File: src/hw/rtl/i2ccr_pkg.sv
// Shared types, codes and constants for the serial-command to I2C master relay.
// No dependencies; imported by i2ccr_step and i2c_command_relay_master.
package i2ccr_pkg;

  // Sizing
  localparam int BUFFER_DEPTH = 100;  // transmit buffer length, last index stops a write
  localparam int READ_COUNT   = 10;   // bytes read per read transfer
  localparam int WR_IDX_W     = 7;
  localparam int RD_CNT_W     = 4;
  localparam int ADDR_W       = 7;
  localparam int CFG_DATA_W   = 7;

  localparam logic [WR_IDX_W-1:0] WR_IDX_LAST = WR_IDX_W'(BUFFER_DEPTH - 1);
  localparam logic [RD_CNT_W-1:0] RD_CNT_MAX  = RD_CNT_W'(READ_COUNT);

  // Input operation
  localparam logic OP_HOST = 1'b0;
  localparam logic OP_BUS  = 1'b1;

  // Configuration register indexes
  localparam logic CFG_SLAVE_ADDR = 1'b0;
  localparam logic CFG_ACK_CMD    = 1'b1;

  // Bus status codes, hardware status divided by eight
  localparam logic [4:0] TWI_START     = 5'd1;   // 0x08 start sent
  localparam logic [4:0] TWI_SLAW_ACK  = 5'd3;   // 0x18
  localparam logic [4:0] TWI_DATA_ACK  = 5'd5;   // 0x28
  localparam logic [4:0] TWI_DATA_NACK = 5'd6;   // 0x30
  localparam logic [4:0] TWI_SLAR_ACK  = 5'd8;   // 0x40
  localparam logic [4:0] TWI_RX_ACK    = 5'd10;  // 0x50 data received
  localparam logic [4:0] TWI_RX_NACK   = 5'd11;  // 0x58

  // Host command characters
  localparam logic [7:0] CH_A = 8'h61;
  localparam logic [7:0] CH_W = 8'h77;
  localparam logic [7:0] CH_D = 8'h64;
  localparam logic [7:0] CH_Q = 8'h71;
  localparam logic [7:0] CH_S = 8'h73;
  localparam logic [7:0] CH_1 = 8'h31;
  localparam logic [7:0] CH_2 = 8'h32;
  localparam logic [7:0] CH_3 = 8'h33;
  localparam logic [7:0] CH_X = 8'h78;
  localparam logic [7:0] CH_P = 8'h70;

  typedef enum logic [2:0] {
    ACT_NONE  = 3'd0,
    ACT_START = 3'd1,
    ACT_ACK   = 3'd2,
    ACT_NACK  = 3'd3,
    ACT_STOP  = 3'd4
  } bus_act_t;

  typedef enum logic [1:0] {
    BEEP_SAME = 2'd0,
    BEEP_ON   = 2'd1,
    BEEP_OFF  = 2'd2
  } beep_t;

  typedef struct packed {
    logic       operation;
    logic [7:0] host_byte;
    logic [4:0] bus_status;
    logic [7:0] rx_data;
  } item_t;

  typedef struct packed {
    logic [ADDR_W-1:0] slave_address;
    logic              ack_after_command;
  } cfg_t;

  typedef struct packed {
    logic [7:0]          cmd;
    logic [WR_IDX_W-1:0] wr_idx;
    logic [RD_CNT_W-1:0] rd_cnt;
    logic                rd_dir;
    logic                print;
  } state_t;

  typedef struct packed {
    bus_act_t   bus_action;
    logic       data_valid;
    logic [7:0] data_out;
    logic       host_tx_valid;
    logic [7:0] host_tx_byte;
    beep_t      beeper_action;
    logic       print_enable;
  } result_t;

endpackage

File: src/hw/rtl/i2ccr_step.sv
// Per-item decision logic: next relay state and the result for one request.
// Depends on i2ccr_pkg.
module i2ccr_step import i2ccr_pkg::*; (
  input  item_t   item,
  input  cfg_t    cfg,
  input  state_t  cur,
  output state_t  nxt,
  output result_t res
);

  logic [WR_IDX_W-1:0] wr_idx_inc;
  logic [RD_CNT_W-1:0] rd_cnt_inc;
  logic [7:0]          cur_entry;

  assign wr_idx_inc = cur.wr_idx + 1'b1;
  assign rd_cnt_inc = cur.rd_cnt + 1'b1;
  // Buffer holds the command at index 0 and zeros elsewhere
  assign cur_entry  = (cur.wr_idx == '0) ? cur.cmd : 8'h00;

  always_comb begin
    nxt = cur;
    res = '0;
    res.bus_action    = ACT_NONE;
    res.beeper_action = BEEP_SAME;

    if (item.operation == OP_HOST) begin
      // Host command byte; read direction always cleared first
      nxt.rd_dir = 1'b0;
      case (item.host_byte) inside
        CH_A, CH_W, CH_D, CH_Q, CH_S, CH_1, CH_2, CH_3: begin
          nxt.cmd        = item.host_byte;
          nxt.wr_idx     = '0;
          res.bus_action = ACT_START;
          if (item.host_byte == CH_S) begin
            res.beeper_action = BEEP_ON;
          end else if (item.host_byte != CH_1 && item.host_byte != CH_2 &&
                       item.host_byte != CH_3) begin
            res.beeper_action = BEEP_OFF;
          end
        end
        CH_X: begin
          nxt.rd_dir     = 1'b1;
          res.bus_action = ACT_START;
        end
        CH_P: begin
          nxt.print = ~cur.print;
        end
        default: begin
        end
      endcase
    end else begin
      // Bus status event
      case (item.bus_status)
        TWI_START: begin
          res.data_valid = 1'b1;
          res.data_out   = {cfg.slave_address, cur.rd_dir};
          res.bus_action = ACT_ACK;
        end
        TWI_SLAW_ACK: begin
          res.data_valid = 1'b1;
          res.data_out   = cur.cmd;
          res.bus_action = cfg.ack_after_command ? ACT_ACK : ACT_NACK;
        end
        TWI_DATA_ACK: begin
          if (cur.wr_idx == WR_IDX_LAST || cur_entry == 8'h00) begin
            res.bus_action = ACT_STOP;
          end else begin
            nxt.wr_idx     = wr_idx_inc;
            res.data_valid = 1'b1;
            res.data_out   = (wr_idx_inc == '0) ? cur.cmd : 8'h00;
            res.bus_action = ACT_ACK;
          end
        end
        TWI_DATA_NACK, TWI_RX_NACK: begin
          res.bus_action = ACT_STOP;
        end
        TWI_SLAR_ACK: begin
          res.bus_action = ACT_ACK;
        end
        TWI_RX_ACK: begin
          res.host_tx_valid = 1'b1;
          res.host_tx_byte  = item.rx_data;
          if (rd_cnt_inc < RD_CNT_MAX) begin
            nxt.rd_cnt     = rd_cnt_inc;
            res.bus_action = ACT_ACK;
          end else begin
            nxt.rd_cnt     = '0;
            res.bus_action = ACT_NACK;
          end
        end
        default: begin
        end
      endcase
    end

    res.print_enable = nxt.print;
  end

endmodule

File: src/hw/rtl/i2c_command_relay_master.sv
// Top level of the serial-command to I2C master relay.
// Depends on i2ccr_pkg and i2ccr_step.
//
// Usage:
//   Input channel (in_*): one request per host command byte (operation 0) or
//   per bus status event (operation 1). Output channel (out_*): exactly one
//   result per request, in order, giving the bus action, a byte to load into
//   the bus data register, a byte to echo to the host, a beeper action and the
//   print flag.
//   Configuration (cfg_*): slave address (index 0) and ack-after-command
//   (index 1), written while no request is in flight.
//   The input register loads at the accepting edge and the result register
//   loads from it once the result register is free. Throughput: one request per
//   cycle while the receiver does not stall, set by the single decision stage
//   that updates the relay state.
//   Reset (rst_n low, synchronous) empties both stages, clears the relay
//   state and loads the register reset values.
//   When the receiver stalls, the result holds; the input register still
//   takes one more request, after which in_stall rises until the result moves.
module i2c_command_relay_master import i2ccr_pkg::*; (
  input  logic                  clk,
  input  logic                  rst_n,
  // Configuration write port
  input  logic                  cfg_we,
  input  logic                  cfg_index,
  input  logic [CFG_DATA_W-1:0] cfg_data,
  // Request channel
  input  logic                  in_valid,
  output logic                  in_stall,
  input  logic                  in_operation,
  input  logic [7:0]            in_host_byte,
  input  logic [4:0]            in_bus_status,
  input  logic [7:0]            in_rx_data,
  // Result channel
  output logic                  out_valid,
  input  logic                  out_stall,
  output logic [2:0]            out_bus_action,
  output logic                  out_data_valid,
  output logic [7:0]            out_data_out,
  output logic                  out_host_tx_valid,
  output logic [7:0]            out_host_tx_byte,
  output logic [1:0]            out_beeper_action,
  output logic                  out_print_enable
);

  cfg_t    cfg_r;
  item_t   item_r;
  logic    in_vld_r;
  state_t  state_r, state_nxt;
  result_t res_r, res_nxt;
  logic    out_vld_r;
  logic    res_adv;
  logic    in_fire;

  // Handshake: result register frees when empty or being taken
  assign res_adv  = !out_vld_r || !out_stall;
  assign in_stall = in_vld_r && !res_adv;
  assign in_fire  = in_valid && !in_stall;

  // Configuration registers
  always_ff @(posedge clk) begin
    if (!rst_n) begin
      cfg_r.slave_address     <= ADDR_W'(56);
      cfg_r.ack_after_command <= 1'b0;
    end else if (cfg_we) begin
      case (cfg_index)
        CFG_SLAVE_ADDR: cfg_r.slave_address     <= cfg_data[ADDR_W-1:0];
        CFG_ACK_CMD:    cfg_r.ack_after_command <= cfg_data[0];
        default: begin
        end
      endcase
    end
  end

  // Input register
  always_ff @(posedge clk) begin
    if (!rst_n) begin
      in_vld_r <= 1'b0;
    end else if (in_fire) begin
      in_vld_r <= 1'b1;
    end else if (res_adv) begin
      in_vld_r <= 1'b0;
    end
  end

  always_ff @(posedge clk) begin
    if (in_fire) begin
      item_r <= '{operation: in_operation, host_byte: in_host_byte,
                  bus_status: in_bus_status, rx_data: in_rx_data};
    end
  end

  // Decision logic
  i2ccr_step u_step (
    .item (item_r),
    .cfg  (cfg_r),
    .cur  (state_r),
    .nxt  (state_nxt),
    .res  (res_nxt)
  );

  // Relay state commits as the request moves into the result register
  always_ff @(posedge clk) begin
    if (!rst_n) begin
      state_r <= '0;
    end else if (in_vld_r && res_adv) begin
      state_r <= state_nxt;
    end
  end

  // Result register
  always_ff @(posedge clk) begin
    if (!rst_n) begin
      out_vld_r <= 1'b0;
    end else if (res_adv) begin
      out_vld_r <= in_vld_r;
    end
  end

  always_ff @(posedge clk) begin
    if (in_vld_r && res_adv) begin
      res_r <= res_nxt;
    end
  end

  assign out_valid         = out_vld_r;
  assign out_bus_action    = res_r.bus_action;
  assign out_data_valid    = res_r.data_valid;
  assign out_data_out      = res_r.data_out;
  assign out_host_tx_valid = res_r.host_tx_valid;
  assign out_host_tx_byte  = res_r.host_tx_byte;
  assign out_beeper_action = res_r.beeper_action;
  assign out_print_enable  = res_r.print_enable;

  // Checks
  a_rd_cnt_range: assert property (@(posedge clk) disable iff (!rst_n)
    state_r.rd_cnt < RD_CNT_MAX)
    else $error("read count reached its limit");

  a_wr_idx_range: assert property (@(posedge clk) disable iff (!rst_n)
    state_r.wr_idx <= WR_IDX_W'(1))
    else $error("write index moved past the first zero entry");

  a_load_continues: assert property (@(posedge clk) disable iff (!rst_n)
    out_vld_r && (res_r.data_valid || res_r.host_tx_valid) |->
      (res_r.bus_action == ACT_ACK || res_r.bus_action == ACT_NACK))
    else $error("byte moved without a continue action");

  a_beep_on_start: assert property (@(posedge clk) disable iff (!rst_n)
    out_vld_r && res_r.beeper_action != BEEP_SAME |->
      res_r.bus_action == ACT_START)
    else $error("beeper change without a bus start");

  a_stall_holds_input: assert property (@(posedge clk) disable iff (!rst_n)
    in_stall |=> in_vld_r && $stable(item_r))
    else $error("buffered request lost while stalled");

endmodule

File: config.mk
export PLATFORM = sky130hd
export DESIGN_NAME = i2c_command_relay_master
export DESIGN_NICKNAME = d
export VERILOG_FILES = /design/src/hw/rtl/i2ccr_pkg.sv /design/src/hw/rtl/i2ccr_step.sv /design/src/hw/rtl/i2c_command_relay_master.sv
export SDC_FILE = /design/constraint.sdc
export NUM_CORES = 1
export LEC_CHECK = 0
export BUFFER_PORTS_ARGS = -buffer_cell sky130_fd_sc_hd__buf_2
export CAP_MARGIN = 40
export CORE_UTILIZATION = 59
export CTS_CLUSTER_DIAMETER = 50
export DETAILED_ROUTE_END_ITERATION = 10
export GPL_ROUTABILITY_DRIVEN = 0
export PLACE_DENSITY_LB_ADDON = 0.05
export SLEW_MARGIN = 20
export SYNTH_ARGS = -nofsm -noshare
export SYNTH_HDL_FRONTEND = slang
export SYNTH_SLANG_ARGS = --single-unit
File: constraint.sdc
create_clock -name clk -period 6.1 [get_ports clk]
set_input_delay 1.22 -clock clk [delete_from_list [all_inputs] [get_ports clk]]
set_output_delay 1.22 -clock clk [all_outputs]
set_load 0.005 [all_outputs]
# After elaboration in Yosys (flattened, before gate mapping)
# Index checks and enable logic that the tools add are counted.
# word_totals
ff_bits	77
inputBits	35
output_inout_bits	26
elab_cells	106
# op_classes
addsub	2
order_cmp	1
eq_ne	23
mux	27
bitwise	4
reduce_logical	28
# op_table
cell	count
8-bit by 7-bit == test with 1-bit output, second input constant	7
7-bit two-way mux	4
9-bit case mux with 3 select lines	1
8-bit by 6-bit == test with 1-bit output, second input constant	3
8-bit by 6-bit != test with 1-bit output, second input constant	3
9-bit two-way mux	2
8-bit two-way mux	2
5-bit by 4-bit == test with 1-bit output, second input constant	3
3-bit case mux with 5 select lines	1
7-bit zero test	2
1-bit two-way mux	13
5-bit by 3-bit == test with 1-bit output, second input constant	2
8-bit zero test	1
2-bit AND reduction	4
8-bit OR reduction	1
7-bit by 1-bit adder with 7-bit output, second input constant	1
7-bit == test, second input constant	1
3-bit two-way mux	2
3-bit AND reduction	2
2-bit OR reduction	3
5-bit by 1-bit == test with 1-bit output, second input constant	1
5-bit by 2-bit == test with 1-bit output, second input constant	1
1-bit logical AND	5
4-bit by 1-bit adder with 4-bit output, second input constant	1
other kinds (11)	19

# Logic depth before layout (Yosys ltp)
# Gate-level depths: netlist of run 1.
# depth
ltp_word	7
ltp_mapped	7
depth_no_buf	7

# Cells and area by module
# A second synthesis of run 1 with hierarchy kept.
# hier_totals
hier_cells	366
area_unflattened_um2	3671.0
# by_module_without_submodules
mod	n_inst	cells_each	area_per_inst_um2	seq_area_each_um2
i2c_command_relay_master	1	183	2537.4	2001.9
i2ccr_step	1	183	1133.6	0.0

# Least setup slack after synthesis of run 1
# Ideal clock, no wire load.
# synth_timing
path_type	input port to flip-flop
start	in out_stall
end	reg item_r[0] in the netlist's numbering, enable pin
setup_time_ns	0.403
arrival_ns	2.447
required_ns	5.697
path_slack_ns	3.250
cell_stages	2
n_path_buf	0
cell_sequence	and3_1 > nor2b_1
# synth_via
elab_chain_cells	6
# synth_lines
element	line_no	source
start: declaration	i2c_command_relay_master.sv:36	input logic out_stall,
1-bit zero test	i2c_command_relay_master.sv:56	assign res_adv = !out_vld_r || !out_stall;
1-bit logical OR	i2c_command_relay_master.sv:56	
1-bit zero test	i2c_command_relay_master.sv:57	assign in_stall = in_vld_r && !res_adv;
1-bit logical AND	i2c_command_relay_master.sv:57	
1-bit zero test	i2c_command_relay_master.sv:58	assign in_fire = in_valid && !in_stall;
1-bit logical AND	i2c_command_relay_master.sv:58	
via in_fire	i2c_command_relay_master.sv:53	logic in_fire;
end signal: assignment	i2c_command_relay_master.sv:88	item_r <= '{operation: in_operation, host_byte: in_host_byte,
end: declaration	i2c_command_relay_master.sv:47	item_t item_r;
# The timed path passes the listed nets, and every way through them passes these cells.
# A chain may end at the register's enable or synchronous reset.

# Worst setup path in the final report of run 1
# layout_timing
start	in out_stall
end	out in_stall
# layout_via
elab_chain_cells	4
# layout_lines
element	line_no	source
1-bit zero test	i2c_command_relay_master.sv:56	
1-bit logical OR	i2c_command_relay_master.sv:56	
1-bit zero test	i2c_command_relay_master.sv:57	
1-bit logical AND	i2c_command_relay_master.sv:57	
end: declaration	i2c_command_relay_master.sv:29	output logic in_stall,
# Every way passes these cells.

==> results of run 1 <==
-- layer usage --
layer	track usage, %	vias to the layer above
met5	0	-
met4	11.3	0
met3	3.49	11
met2	38.0	63
met1	29.1	1121
li1	-	1230
-- flip-flops by register name, summed over array words and instances, names as in the netlist --
signal	cells
cfg_r	8
out_host_tx_valid	1
out_host_tx_byte	8
item_r	22
state_r	21
out_bus_action	3
out_data_out	8
out_valid	1
out_data_valid	1
in_vld_r	1
out_beeper_action	2
out_print_enable	1
-- layout make-up --
type	instances	area (um2)	area share, %
sequential	77	2000	50.1
clock buffer	11	131	3.29
inverter	7	26.3	0.658
timing repair buffer	63	327	8.17
multi-input combinational	208	1340	33.6
tap	72	90.1	2.25
clock inverter	5	75.1	1.88
-- critical path, delay by kind of cell --
family	cells	cell delay (ns)
AND/OR/NAND/NOR	1	0.20
buffers and inverters	2	0.25
-- synthesized netlist by cell type, drive strengths merged (2+ instances only) --
cell | number | share of area, %
a21boi | 10 | 2.3
a21o | 8 | 1.8
a21oi | 9 | 1.3
a31oi | 3 | 0.55
and2 | 12 | 2.2
and3 | 2 | 0.37
and3b | 6 | 1.5
buf | 2 | 0.37
clkbuf | 9 | 0.99
dfxtp | 31 | 18
edfxtp | 46 | 40
ha | 4 | 1.5
inv | 7 | 0.77
mux2i | 7 | 2.1
nand2 | 60 | 6.8
nand2b | 5 | 0.92
nand3 | 9 | 1.3
nand4 | 3 | 0.55
nor2 | 10 | 1.1
nor2b | 5 | 0.92
nor3 | 4 | 0.73
nor3b | 3 | 0.99
nor4 | 3 | 0.55
nor4b | 3 | 1.4
o211a | 8 | 2.3
o21a | 3 | 0.66
o21ai | 6 | 0.88
o22ai | 2 | 0.37
o31ai | 2 | 0.44
or3 | 5 | 1.1
xnor2 | 4 | 1.0
-- logic make-up after synthesis --
kind of cell,count (synthesis),synth area share [%]
xor gates and xnor gates,4,1.03
buffers and inverters,18,2.12
and+or+nand+nor,133,21.2
DFF,77,58.6
AOI/OAI and AO/OA,59,13.2
adders and majority gates,4,1.47
muxes,8,2.38
-- stage by stage --
step                      power (mW)  cell area, um2  hold slack (ns)  std cells
final                           1.04            4000            0.491        443
after global routing            1.08            4000            0.503        443
after CTS                       1.05            4000            0.488        443
after detailed placement       0.656            3790            0.475        427
after global placement         0.653            3770            0.465        425
after floorplan                0.626            3420            0.440        303
-- how the worst max path moves through the flow --
stage | from | endpoint | slack [ns]
final | out_stall | in_stall | 3.21
after global routing | out_stall | in_stall | 3.19
after CTS | out_stall | in_stall | 3.21
after detailed placement | out_stall | in_stall | 3.22
after global placement | out_stall | in_stall | 3.22
after floorplan | out_stall | item_r[0] | 3.25
-- power groups by stage --
stage	registers [mW]	clock network, mW	logic, mW
detailed placement	0.598	0	0.0582
finish	0.586	0.399	0.0579
global placement	0.597	0	0.0556
CTS	0.586	0.409	0.0587
floorplan	0.593	0	0.0327
global route	0.589	0.427	0.0647
==> reports/metrics.json, run 1 <==
{
  "number_of_nets_in_the_final_layout": 405,
  "layout-drive-gt1-share_pct": 22.9,
  "grt.overflow.total": 0,
  "yosys_warnings": 0,
  "critical_path_peak_fanout": 3,
  "port_buffers": 60,
  "hold-path-cell-count": 2,
  "detail_route.iter0.violations": 101,
  "final_cell_mix": "60 x buf_2, 59 x nand2_1, 46 x edfxtp_1",
  "p_leak_nw": 1.77,
  "setup.worst_path.class": "in2out",
  "internal_power_mw": 0.826,
  "worst_slack_ns": 3.21,
  "critPathArrivalTime_ns": 1.67,
  "cts.clk_slew.worst_paths_ns": 0.07,
  "insertedDiodeCount": 0,
  "irDropWorstVdd_mv": 0.193,
  "share_comb_of_total_power_pct": 5.6,
  "i_o_pins": 61,
  "post_drt_wl_per_cell_um": 14.1,
  "worst-r2r-cell-count": 5,
  "worst_hold_path.endpoint": "state_r[15]",
  "route.final.wire_length_um": 6260,
  "first_pass_iters": 4,
  "num_vias": 2425,
  "hpwl_um": 4370,
  "seqPwrFrac_pct": 56.2,
  "reg2reg_setup_slack_ns": 3.64,
  "postSynthNetCount": 342,
  "first_pass_grt_wire_length_um": 10600,
  "floorplan.initialDensity_pct": 61.7,
  "hold_path_class": "reg2reg",
  "max-slew-margin-rel_pct": 55.2,
  "met3_wire_length_um": 254,
  "timing.critical_path.cells": "buf_2 > and3_1 > buf_2",
  "antenna_violations_before_repair": 0,
  "cts_inserted_buffers": 9,
  "post_cts.resized_instances": 0,
  "core_mm2": 0.00554,
  "fin_util_pct": 72.1,
  "final_common_cell": "buf_2",
  "startpoint_type": "primary input",
  "dr.max_layer_used": "met4",
  "slew_violations": 0,
  "reg2reg_to": "state_r[4]",
  "route.met2.wl_um": 3100,
  "floorplan.die_area_mm2": 0.00610,
  "die-height_um": 78.1,
  "finalCritPeriodShare_pct": 47.4,
  "postRouteAntennaNets": 0,
  "cts-hold-fix-buffers": 0,
  "grt_pass1_vias": 2316,
  "die_w_um": 78.1,
  "detail_route.drc_violations": 0,
  "core.rowCount": 27,
  "grt_max_degree": 40,
  "powerDensity_mw_per_mm2": 261,
  "total_switching_power_mw": 0.218,
  "ys.flop_type": "edfxtp_1",
  "synth_area_mm2": 0.00342,
  "buffers_from_clock_root_to_sink_at_most": 2,
  "cts_root_buffer": "clkbuf_8",
  "grt_setup_unrepaired": "false",
  "final_hold_viols": 0,
  "clock-sinks": 77,
  "setup_violations": 0,
  "crit_path_frequent_cell": "buf_2",
  "routedLengthMet1_um": 2770,
  "finalClockSkew_ns": 0.00947,
  "worst_hold_startpoint": "state_r[15]",
  "cts-htree-levels": 3,
  "filler_cell_count": 414,
  "netSwitchingFraction_pct": 20.9,
  "synth_cell_types": 51,
  "area_growth_syn_to_layout_pct": 17.0,
  "synth.avg_cell_area_um2": 11.3,
  "synth_edf_count": 46,
  "timing.critical_path.to_type": "output port",
  "fin_crit_ns": 2.89,
  "worst_pin_slew_ns": 0.668,
  "globalRouteTotalUtil_pct": 22.8,
  "drt-vias-per-instance": 5.47,
  "postCtsSetupBuffers": 0,
  "syn-instance-count": 303,
  "clock.fmax_mhz": 346,
  "timing.critical_path.required_ns": 4.88,
  "postSynthRegisterBits": 77,
  "status": "completed",
  "clock_power_share_pct": 38.3,
  "setup-tns-final_ns": 0,
  "dp_worst_setup_slack_ns": 3.22,
  "slowest_stage_cell_cp": "and3_1",
  "synth-async-reset-ratio_pct": 0,
  "clk_latency_ns": 0.34,
  "worst_path_largest_cell_delay_ns": 0.20,
  "timing.rr.start": "item_r[10]",
  "cts_tree": "done",
  "drv.max_cap_violation_count": 0,
  "portion_of_the_post_synthesis_area_used_by_sequential_elements_pct": 58.6
}
No activity file was read; power rests on OpenSTA's default activity.
==> inputs of run 2 (changes only) <==
Settings changed: CORE_UTILIZATION 59 to 50.
Clock period 6.1 ns to 2.5 ns, I/O delays scaled along.
==> run 2 against run 1 <==
The run now ends with DRC left. Cell count is 2.0% higher. Global-route usage is 2.6 points lower. Sequential cell count unchanged. Cell area grew 1.3%. Die area is 18% higher. Via count grew 1.4%. Critical path type is now reg2reg. Largest cell class unchanged.
==> reports/metrics.json, run 2 (synthesis results as in run 1) <==
{
  "die_w": {"value": 84.7, "unit": "um", "change": "was 78.1 um"},
  "critical_path_peak_fanout": {"value": 9, "change": "was 3"},
  "met3_wire_length": {"value": 333, "unit": "um", "change": "was 254 um"},
  "timing.critical_path.to_type": {"value": "flop", "change": "was output port"},
  "reg2reg_to": {"value": "state_r[19]", "change": "was state_r[4]"},
  "route.met2.wl": {"value": 3220, "unit": "um", "change": "was 3100 um"},
  "setup-tns-final": {"value": 0, "unit": "ns", "change": "unchanged"},
  "number_of_nets_in_the_final_layout": {"value": 409, "change": "was 405"},
  "cts-htree-levels": {"value": 3, "change": "unchanged"},
  "critPathArrivalTime": {"value": 2.40, "unit": "ns", "change": "was 1.67 ns"},
  "timing.critical_path.required": {"value": 2.78, "unit": "ns", "change": "was 4.88 ns"},
  "finalClockSkew": {"value": 0.00898, "unit": "ns", "change": "was 0.00947 ns"},
  "setup.worst_path.class": {"value": "reg2reg", "change": "was in2out"},
  "p_leak": {"value": 1.80, "unit": "nW", "change": "was 1.77 nW"},
  "detail_route.drc_violations": {"value": 2, "change": "was 0"},
  "num_vias": {"value": 2458, "change": "was 2425"},
  "cp-endpoint": {"value": "state_r[19]", "change": "was in_stall"},
  "hpwl": {"value": 4710, "unit": "um", "change": "was 4370 um"},
  "worst_pin_slew": {"value": 0.642, "unit": "ns", "change": "was 0.668 ns"},
  "cts_inserted_buffers": {"value": 9, "change": "unchanged"},
  "drt-vias-per-instance": {"value": 5.44, "change": "was 5.47"},
  "cts.clk_slew.worst_paths": {"value": 0.08, "unit": "ns", "change": "was 0.07 ns"},
  "final_common_cell": {"value": "buf_2", "change": "unchanged"},
  "finalCritPeriodShare_pct": 84.8,
  "die-height": {"value": 84.7, "unit": "um", "change": "was 78.1 um"},
  "hold_ws": {"value": 0.314, "unit": "ns", "change": "was 0.491 ns"},
  "dr.max_layer_used": {"value": "met4", "change": "unchanged"},
  "failed_checks": "DRC",
  "startpoint": {"value": "item_r[19]", "change": "was out_stall"},
  "postCtsSetupBuffers": {"value": 0, "change": "unchanged"},
  "port_buffers": {"value": 60, "change": "unchanged"},
  "powerDensity": {"value": 641, "unit": "mW/mm2", "change": "was 261 mW/mm2"},
  "cts-hold-fix-buffers": {"value": 0, "change": "unchanged"},
  "cts_root_buffer": {"value": "clkbuf_8", "change": "unchanged"},
  "grt_max_degree": {"value": 40, "change": "unchanged"},
  "grt.overflow.total": {"value": 0, "change": "unchanged"},
  "final_cell_mix": {"value": "60 x buf_2, 59 x nand2_1, 46 x edfxtp_1", "change": "unchanged"},
  "status": {"value": "finished with violations", "change": "was completed"},
  "clk_latency": {"value": 0.35, "unit": "ns", "change": "was 0.34 ns"},
  "largest_registers": {"value": "item_r (22), state_r (21)", "change": "unchanged"},
  "drv.max_cap_violation_count": {"value": 0, "change": "unchanged"},
  "final_hold_viols": {"value": 0, "change": "unchanged"},
  "max-slew-margin-rel": {"value": 57.2, "unit": "%", "change": "was 55.2%"},
  "grt_setup_unrepaired": {"value": "false", "change": "unchanged"},
  "worst-r2r-cell-count": {"value": 6, "change": "was 5"},
  "antenna_violations_before_repair": {"value": 0, "change": "unchanged"},
  "layout-drive-gt1-share": {"value": 24.5, "unit": "%", "change": "was 22.9%"},
  "first_pass_iters": {"value": 7, "change": "was 4"},
  "largest_register_ff_count": {"value": 22, "change": "unchanged"},
  "grt_pass1_vias": {"value": 2271, "change": "was 2316"},
  "core": {"value": 0.00646, "unit": "mm2", "change": "was 0.00554 mm2"},
  "postRouteAntennaNets": {"value": 0, "change": "unchanged"},
  "timing.rr.start": {"value": "item_r[19]", "change": "was item_r[10]"},
  "post_drt_wl_per_cell": {"value": 15.1, "unit": "um", "change": "was 14.1 um"},
  "area_growth_syn_to_layout": {"value": 18.5, "unit": "%", "change": "was 17.0%"},
  "floorplan.die_area": {"value": 0.00717, "unit": "mm2", "change": "was 0.00610 mm2"},
  "buffers_from_clock_root_to_sink_at_most": {"value": 2, "change": "unchanged"},
  "floorplan.initialDensity": {"value": 52.9, "unit": "%", "change": "was 61.7%"},
  "core.rowCount": {"value": 29, "change": "was 27"},
  "fin_crit_ns": 2.12,
  "cts_tree": {"value": "done", "change": "unchanged"},
  "clock.fmax_mhz": 472,
  "route.final.wire_length": {"value": 6840, "unit": "um", "change": "was 6260 um"},
  "top_register": {"value": "item_r", "change": "unchanged"},
  "globalRouteTotalUtil": {"value": 20.2, "unit": "%", "change": "was 22.8%"},
  "startpoint_type": {"value": "flop", "change": "was primary input"},
  "slew_violations": {"value": 0, "change": "unchanged"},
  "insertedDiodeCount": {"value": 0, "change": "unchanged"},
  "i_o_pins": {"value": 61, "change": "unchanged"},
  "setup_violations": {"value": 0, "change": "unchanged"},
  "clock-sinks": {"value": 77, "change": "unchanged"},
  "first_pass_grt_wire_length": {"value": 11100, "unit": "um", "change": "was 10600 um"},
  "hold_path_class": {"value": "in2reg", "change": "was reg2reg"},
  "irDropWorstVdd": {"value": 0.547, "unit": "mV", "change": "was 0.193 mV"},
  "detail_route.iter0.violations": {"value": 126, "change": "was 101"},
  "routedLengthMet1": {"value": 3200, "unit": "um", "change": "was 2770 um"},
  "reg2reg_setup_slack": {"value": 0.38, "unit": "ns", "change": "was 3.64 ns"},
  "post_cts.resized_instances": {"value": 0, "change": "unchanged"}
}
==> run 2: cell types whose count changed in the layout (fill, tap and decap cells not counted) <==
| cell | change |
|---|---|
| clkinv_1 | -1 |
| clkbuf_1 | -2 |
| clkinv_2 | +2 |
| buf_6 | -1 |
| buf_4 | +4 |
| clkinv_4 | +1 |
| buf_12 | +1 |
==> run 2: per-layer routing <==
metal  global-route usage [%]  vias to the layer above
met4                     7.24                        0
met3                     5.60                        6
met2                     31.9                       67
met5                        0                        -
li1                         -                     1228
met1                     26.7                     1157
==> run 2: where the power goes <==
part / internal, mW / switching, mW
Combinational: 0.0682 / 0.0804
Clock: 0.557 / 0.462
Sequential: 1.39 / 0.0362
Total: 2.02 / 0.578
==> run 2: cell type report <==
type / count / area (um2)
Clock buffer: 9 / 124
Inverter: 7 / 26.3
Tap cell: 77 / 96.3
Fill cell: 554 / 2410
Multi-Input combinational cell: 208 / 1340
Clock inverter: 7 / 90.1
Timing Repair Buffer: 67 / 365
Sequential cell: 77 / 2000
==> run 2: worst min path at each step <==
stage	cells past startpoint	slack (ns)	startpoint	end
6_report	1	0.31	in_rx_data[6]	item_r[6]
5_1_grt	1	0.30	in_bus_status[0]	item_r[8]
3_5_place_dp	2	0.48	state_r[13]	state_r[13]
4_1_cts	1	0.31	in_rx_data[7]	item_r[7]
2_1_floorplan	2	0.44	cfg_r[0]	cfg_r[0]
3_3_place_gp	2	0.47	state_r[14]	state_r[14]
==> run 2: critical path: stages (launching register included) <==
cell and delay, ns:
edfxtp_1 0.42, nand2_1 0.11, or3_1 0.32, or3_1 0.42, a21boi_2 0.36, buf_4 0.23, mux2i_1 0.18
==> run 2: per-stage QoR <==
step	instances	cell area, um2	worst slack [ns]	util (%)	total power, mW
global placement	436	3830	0.452	59.4	1.61
global route	452	4050	0.233	62.7	2.69
finish	452	4050	0.380	62.7	2.60
detailed placement	436	3830	0.416	59.4	1.61
CTS	452	4050	0.391	62.7	2.61
floorplan	303	3420	0.370	-	1.53
